`config.mk`:
```
export PLATFORM = sky130hd
export DESIGN_NAME = lsd_ctrl
export DESIGN_NICKNAME = d
export VERILOG_FILES = /design/src/hw/rtl/lsd_pkg.sv /design/src/hw/rtl/lsd_ctrl.sv
export SDC_FILE = /design/constraint.sdc
export NUM_CORES = 1
export LEC_CHECK = 0
export CAP_MARGIN = 5
export CORE_AREA = 2 2 39 41
export CTS_BUF_LIST = sky130_fd_sc_hd__clkbuf_8
export DETAILED_ROUTE_END_ITERATION = 16
export DIE_AREA = 0 0 41 43
export DONT_BUFFER_PORTS = 1
export SYNTH_ARGS = -nofsm -noshare
export SYNTH_HDL_FRONTEND = slang
export SYNTH_SLANG_ARGS = --single-unit
export TNS_END_PERCENT = 1
```
`constraint.sdc`:
```
create_clock -name clock -period 1 [get_ports clock]
set_clock_uncertainty 0.05 [all_clocks]
set_input_delay 0 -clock clock [delete_from_list [all_inputs] [get_ports clock]]
set_output_delay 0 -clock clock [all_outputs]
set_load 0.05 [all_outputs]
```
`src/hw/rtl/lsd_pkg.sv`:
```
// shared types and constants for the lzss stream decoder
// word structs, controller states, command and status groups; no dependencies
package lsd_pkg;

   localparam int LSD_WINDOW_SIZE = 4096;
   localparam logic [15:0] LSD_LIMIT_RESET = 16'hFFFF;
   localparam logic [7:0]  LSD_SPACE_BYTE = 8'd32;
   localparam logic [3:0]  LSD_GROUP_TOKENS = 4'd8;
   localparam logic [4:0]  LSD_MIN_MATCH = 5'd3;

   localparam logic [1:0] PHASE_FLAG   = 2'd0;
   localparam logic [1:0] PHASE_TOKEN  = 2'd1;
   localparam logic [1:0] PHASE_REF_HI = 2'd2;

   typedef struct packed {
      logic [7:0] packed_byte;
      logic       stream_start;
   } req_word_type;

   typedef struct packed {
      logic [7:0] out_byte;
      logic       run_last;
      logic       limit_reached;
   } rsp_word_type;

   typedef enum logic [1:0] {
      ST_IDLE,
      ST_LIT,
      ST_READ,
      ST_EMIT
   } state_type;

   typedef struct packed {
      logic accept;
      logic load_flags;
      logic load_offset;
      logic load_lit;
      logic load_copy;
      logic token_done;
      logic mem_read;
      logic emit_lit;
      logic emit_copy;
   } cmd_type;

   typedef struct packed {
      logic [1:0] phase;
      logic       flag_bit;
      logic       under_limit;
      logic       out_free;
      logic       copy_last;
   } status_type;

endpackage

```
`src/hw/rtl/lsd_ctrl.sv`:
```
// controller state machine for the lzss stream decoder
// issues datapath commands from status; uses lsd_pkg
module lsd_ctrl import lsd_pkg::*; (
   input  logic       clock,
   input  logic       reset,
   input  logic       req_valid,
   output logic       req_stall,
   input  status_type status,
   output cmd_type    cmd
);

   state_type state_ff, state_in;

   always_ff @(posedge clock) begin
      if (reset) begin
         state_ff <= ST_IDLE;
      end else begin
         state_ff <= state_in;
      end
   end

   always_comb begin
      state_in = state_ff;
      unique case (state_ff)
         ST_IDLE: begin
            if (req_valid) begin
               unique case (status.phase)
                  PHASE_TOKEN: begin
                     if (status.flag_bit && status.under_limit) begin
                        state_in = ST_LIT;
                     end
                  end
                  PHASE_REF_HI: begin
                     if (status.under_limit) begin
                        state_in = ST_READ;
                     end
                  end
                  default: state_in = ST_IDLE;
               endcase
            end
         end
         ST_LIT: begin
            if (status.out_free) begin
               state_in = ST_IDLE;
            end
         end
         ST_READ: state_in = ST_EMIT;
         ST_EMIT: begin
            if (status.out_free) begin
               state_in = status.copy_last ? ST_IDLE : ST_READ;
            end
         end
         default: state_in = ST_IDLE;
      endcase
   end

   always_comb begin
      cmd = '0;
      req_stall = (state_ff != ST_IDLE);
      unique case (state_ff)
         ST_IDLE: begin
            if (req_valid) begin
               cmd.accept = 1'b1;
               unique case (status.phase)
                  PHASE_TOKEN: begin
                     if (status.flag_bit) begin
                        if (status.under_limit) begin
                           cmd.load_lit = 1'b1;
                        end else begin
                           cmd.token_done = 1'b1;
                        end
                     end else begin
                        cmd.load_offset = 1'b1;
                     end
                  end
                  PHASE_REF_HI: begin
                     if (status.under_limit) begin
                        cmd.load_copy = 1'b1;
                     end else begin
                        cmd.token_done = 1'b1;
                     end
                  end
                  default: cmd.load_flags = 1'b1;
               endcase
            end
         end
         ST_LIT: begin
            if (status.out_free) begin
               cmd.emit_lit = 1'b1;
               cmd.token_done = 1'b1;
            end
         end
         ST_READ: cmd.mem_read = 1'b1;
         ST_EMIT: begin
            if (status.out_free) begin
               cmd.emit_copy = 1'b1;
               cmd.token_done = status.copy_last;
            end
         end
         default: cmd = '0;
      endcase
   end

endmodule

```
# Word-level counts from Yosys, hierarchy flattened

Index checks and enable logic that the tools add are counted.

Bits in registers: 2
Input port bits: 9
Output and inout bits: 10

Equal/unequal tests: 10
Multiplexer cells: 25
Reductions and logical operators: 5

Operator list:

| kind                                                             | number |
|---|---|
| 2-bit two-way mux                                                | 7 |
| 1-bit two-way mux                                                | 12 |
| 2-bit case mux with 4 select lines                               | 1 |
| 2-bit == test (second input constant)                            | 3 |
| 6-bit two-way mux                                                | 1 |
| 2-bit inequality test (second input constant)                    | 3 |
| 3-bit inequality test (second input constant)                    | 2 |
| 5-bit two-way mux                                                | 1 |
| 5-bit AND reduction                                              | 1 |
| 2-bit by 1-bit == test with 1-bit output (second input constant) | 2 |
| 2-bit case mux with 2 select lines                               | 1 |
| 1-bit case mux with 3 select lines                               | 1 |
| 2-bit zero test                                                  | 1 |
| 1-bit case mux with 2 select lines                               | 1 |
| 2-bit nonzero test                                               | 1 |
| 2-bit OR reduction                                               | 1 |
| 1-bit logical AND                                                | 1 |

# Longest topological paths before layout

Depth in word-level cells: 5
Gate-level depth with buffers: 5
Depth with buffers taken out: 5

# Least setup slack after synthesis

No wires, ideal clock.

Path type: reg-to-output
From: register state_ff[0]
To: output cmd[3] (netlist name)
Data arrival time: 2.131 ns
Required time: 0.950 ns
Path slack: -1.181 ns
Cell stages (with the launch flop): 4
Buffers on the path: 0
Cells stage by stage: dfxtp_1 > nor2_1 > nand2_1 > o41ai_1

RTL lines:

| what                   | line           | text |
|---|---|---|
| from (decl)            | lsd_ctrl.sv:12 | `state_type state_ff, state_in;` |
| from (signal assigned) | lsd_ctrl.sv:18 | `state_ff <= state_in;` |
| to (decl)              | lsd_ctrl.sv:9  | `output cmd_type cmd` |

==> metrics.cfg <==
[routing]
detail-route-antenna-nets = 0
drt_iter0_markers = 4
routed_via_density = 4.46
detail_route.wl_per_cell_um = 12.3
drt-total-wl_um = 859
detail_route.drc_violations = 0
vias = 312
drt_pre_antenna_iters = 4

[synth]
ys_ff_latch = 2
syn_nets = 47
post_synth.cell_area_avg_um2 = 7.03
synthesis.yosys.warnings = 0
ys_seq_area_share_pct = 16.8
syn_area_um2 = 239
netlist_instances = 34
synth_cell_type_count = 18

[status]
failed_checks = negative setup slack
result_of_the_run = finished with violations

[die]
std_cell_rows = 14
floorplan.die_area_um2 = 1760
die_height_um = 43
core-area_um2 = 1380
die_width_um = 41
initial_core_util_pct = 17.3
design.portCount = 19

[power_and_ir_drop]
gate_power_share_pct = 43.1
power.density_cell_area_nw_per_um2 = 1380
seq_power_share_pct = 13.5
p_clk_share_pct = 43.4
peakVddDrop_v = 0.000733
leakage_nw = 0.249
net-switching-power_mw = 0.264
internal-power_mw = 0.480
p_sw_share_pct = 35.5

[flow_run]
cap_viol_max_count = 0

[critical_path]
r2r_start = state_ff[0]
worst_r2r_endpoint = state_ff[1]
critical_path.endpoint_type = primary output
max_stage_delay_ns = 0.34
worstPathMaxFanout = 4
start_kind = flip-flop
path_cells = nor2_4 -> nand2_4 -> o41ai_4 -> buf_12
worst-r2r-setup-slack_ns = -0.05
r2r_cells = 3
setup.worst_path.class = flip-flop to primary output
critPathRequiredTime_ns = 0.95
worstPathArrival_ns = 1.23
crit_path_top_delay_cell = sky130_fd_sc_hd__dfxtp_2

[grt]
globalRoute.totalOverflow = 0
maximum_number_of_pins_on_one_net_before_global_route_repair = 6
track_usage_pct = 11.3
first_global_vias = 311
number_of_antenna_violations_at_the_first_check_in_global_routing = 0
wire_length_of_the_first_global_routing_pass_um = 1300

[cells_and_area]
finish.net_count = 69
diodes = 0
largest_register = state_ff
final_util_pct = 39.1
multi_input_comb_area_um2 = 231
fill_cells = 139
largest_register_ff_count = 2
biggestRegsByFlops = state_ff (2)
final_area_um2 = 541
drive_above_1_share_pct = 50.0
layout_common_cells = sky130_fd_sc_hd__buf_4, sky130_fd_sc_hd__buf_6, sky130_fd_sc_hd__inv_1, sky130_fd_sc_hd__ha_1
combined_flip_flop_and_latch_cell_area_um2 = 42.5
p_r_area_growth_vs_syn_pct = 126

[clock_tree]
cts.sink_count = 2
clock_pin_slew_reported_for_the_worst_setup_and_hold_paths_after_clock_tree_synthesis_ns = 0.03
cts_tree = yes
cts.repair_timing.setup_buffer_count = 0
clock_root_buffer_master = sky130_fd_sc_hd__clkbuf_8
cts_htree_levels = 1
cts_buffers = 3
worst_skew_pair.late_latency_ns = 0.21
clockBufferDepth = 2

[min_path]
hold_path.class = primary input to flip-flop
timing.hold.worst_path_depth = 2
whs_endpoint = state_ff[0]
hold_path_startpoint = status[2]

[timing]
min_period_over_period_pct = 128
clock.fmax_ghz = 0.779
slew_violations = 0
grt_setup_unrepaired = true
final.min_clock_period_ns = 1.28
post-route-worst-setup-slack_ns = -0.284
max_slew.worst_pin.slew_ns = 0.306
slew-limit-headroom_pct = 79.6
setup_viol_count_final = 11
hold_viol_final = 0
timing.setup.tns_ns = -1.92

[place]
post_dp_cell_area_um2 = 427
gp_congestion = 0.683
count_of_buffers_from_port_buffering = 0

-- synth_stat cells --
library cell	count	area share, %
sky130_fd_sc_hd__o41ai_1	1	3.7
sky130_fd_sc_hd__o21bai_1	1	3.1
sky130_fd_sc_hd__or3b_1	1	3.7
sky130_fd_sc_hd__a31oi_1	1	2.6
sky130_fd_sc_hd__dfxtp_1	2	17
sky130_fd_sc_hd__nor3b_1	1	3.1
sky130_fd_sc_hd__inv_1	5	7.9
sky130_fd_sc_hd__and3_1	1	2.6
sky130_fd_sc_hd__ha_1	4	21
sky130_fd_sc_hd__nor2_1	5	7.9
sky130_fd_sc_hd__o22ai_1	1	2.6
sky130_fd_sc_hd__and2_1	1	2.6
sky130_fd_sc_hd__and4_1	1	3.7
sky130_fd_sc_hd__nand2b_1	1	2.6
sky130_fd_sc_hd__nand2_1	4	6.3
sky130_fd_sc_hd__o2bb2ai_1	1	3.7
sky130_fd_sc_hd__nand3_1	1	2.1
sky130_fd_sc_hd__a21oi_1	2	4.2
-- repair_timing --
item                                   in CTS  in global routing
setup endpoints to repair                  11                 11
endpoints found under the hold margin       2                  0
hold buffers                                3                  0
pin swaps                                   2                  0
gates resized for setup                     8                  4
-- cell type report --
| cell class | count | share of cell area [%] |
|---|---|---|
| tap | 16 | 3.70 |
| sequential | 2 | 7.87 |
| timing repair buffer | 17 | 33.8 |
| inverter | 5 | 4.17 |
| multi-input combinational | 27 | 42.8 |
| clock buffer | 3 | 7.64 |
-- layer usage --
| layer | vias to the layer above | part of all wire [%] | global-route usage [%] |
|---|---|---|---|
| li1 | 156 | - | - |
| met1 | 143 | 37 | 13.7 |
| met2 | 13 | 53 | 16.9 |
| met3 | 0 | 9.7 | 6.81 |
| met4 | 0 | 0 | 2.00 |
| met5 | - | 0 | 0 |
-- cells by family (layout without fill, tap and decap cells) --
group / after synthesis / after routing / synth area share (%)
simple gates: 16 / 16 / 34.6
flops: 2 / 2 / 16.8
fa+ha+maj: 4 / 4 / 20.9
buf+inv: 5 / 25 / 7.85
compound gates: 7 / 7 / 19.9
-- stage by stage --
| step | power, mW | hold slack [ns] | cells | setup slack (ns) |
|---|---|---|---|---|
| after floorplan | 0.280 | 0.0638 | 34 | -0.255 |
| after global placement | 0.374 | 0.0655 | 64 | -0.0937 |
| after detailed placement | 0.375 | 0.0771 | 64 | -0.122 |
| after CTS | 0.729 | 0.00712 | 70 | -0.298 |
| after global routing | 0.783 | 0.0259 | 70 | -0.326 |
| final | 0.744 | 0.00602 | 70 | -0.284 |
-- power by group through the flow --
| stage | clock, mW | sequential (mW) | combinational (mW) |
|---|---|---|---|
| 6_report | 0.322 | 0.101 | 0.320 |
| 5_1_grt | 0.341 | 0.101 | 0.341 |
| 4_1_cts | 0.320 | 0.0962 | 0.312 |
| 3_5_place_dp | 0 | 0.0934 | 0.282 |
| 3_3_place_gp | 0 | 0.0930 | 0.281 |
| 2_1_floorplan | 0 | 0.0955 | 0.184 |
-- worst max-delay path by stage --
| stage | to | from | cells after the start |
|---|---|---|---|
| CTS | cmd[3] | state_ff[1] | 4 |
| floorplan | cmd[3] | state_ff[0] | 3 |
| global placement | cmd[3] | state_ff[1] | 4 |
| global route | cmd[3] | state_ff[1] | 4 |
| detailed placement | cmd[3] | state_ff[1] | 4 |
| finish | cmd[3] | state_ff[1] | 4 |
-- critical path, delay by kind of cell (launching register included) --
family          cells  cell delay [ns]
compound gates      1             0.26
flops               1             0.34
buf+inv             1             0.18
simple gates        2             0.23
Note: power is estimated with default switching activity, not from simulation.
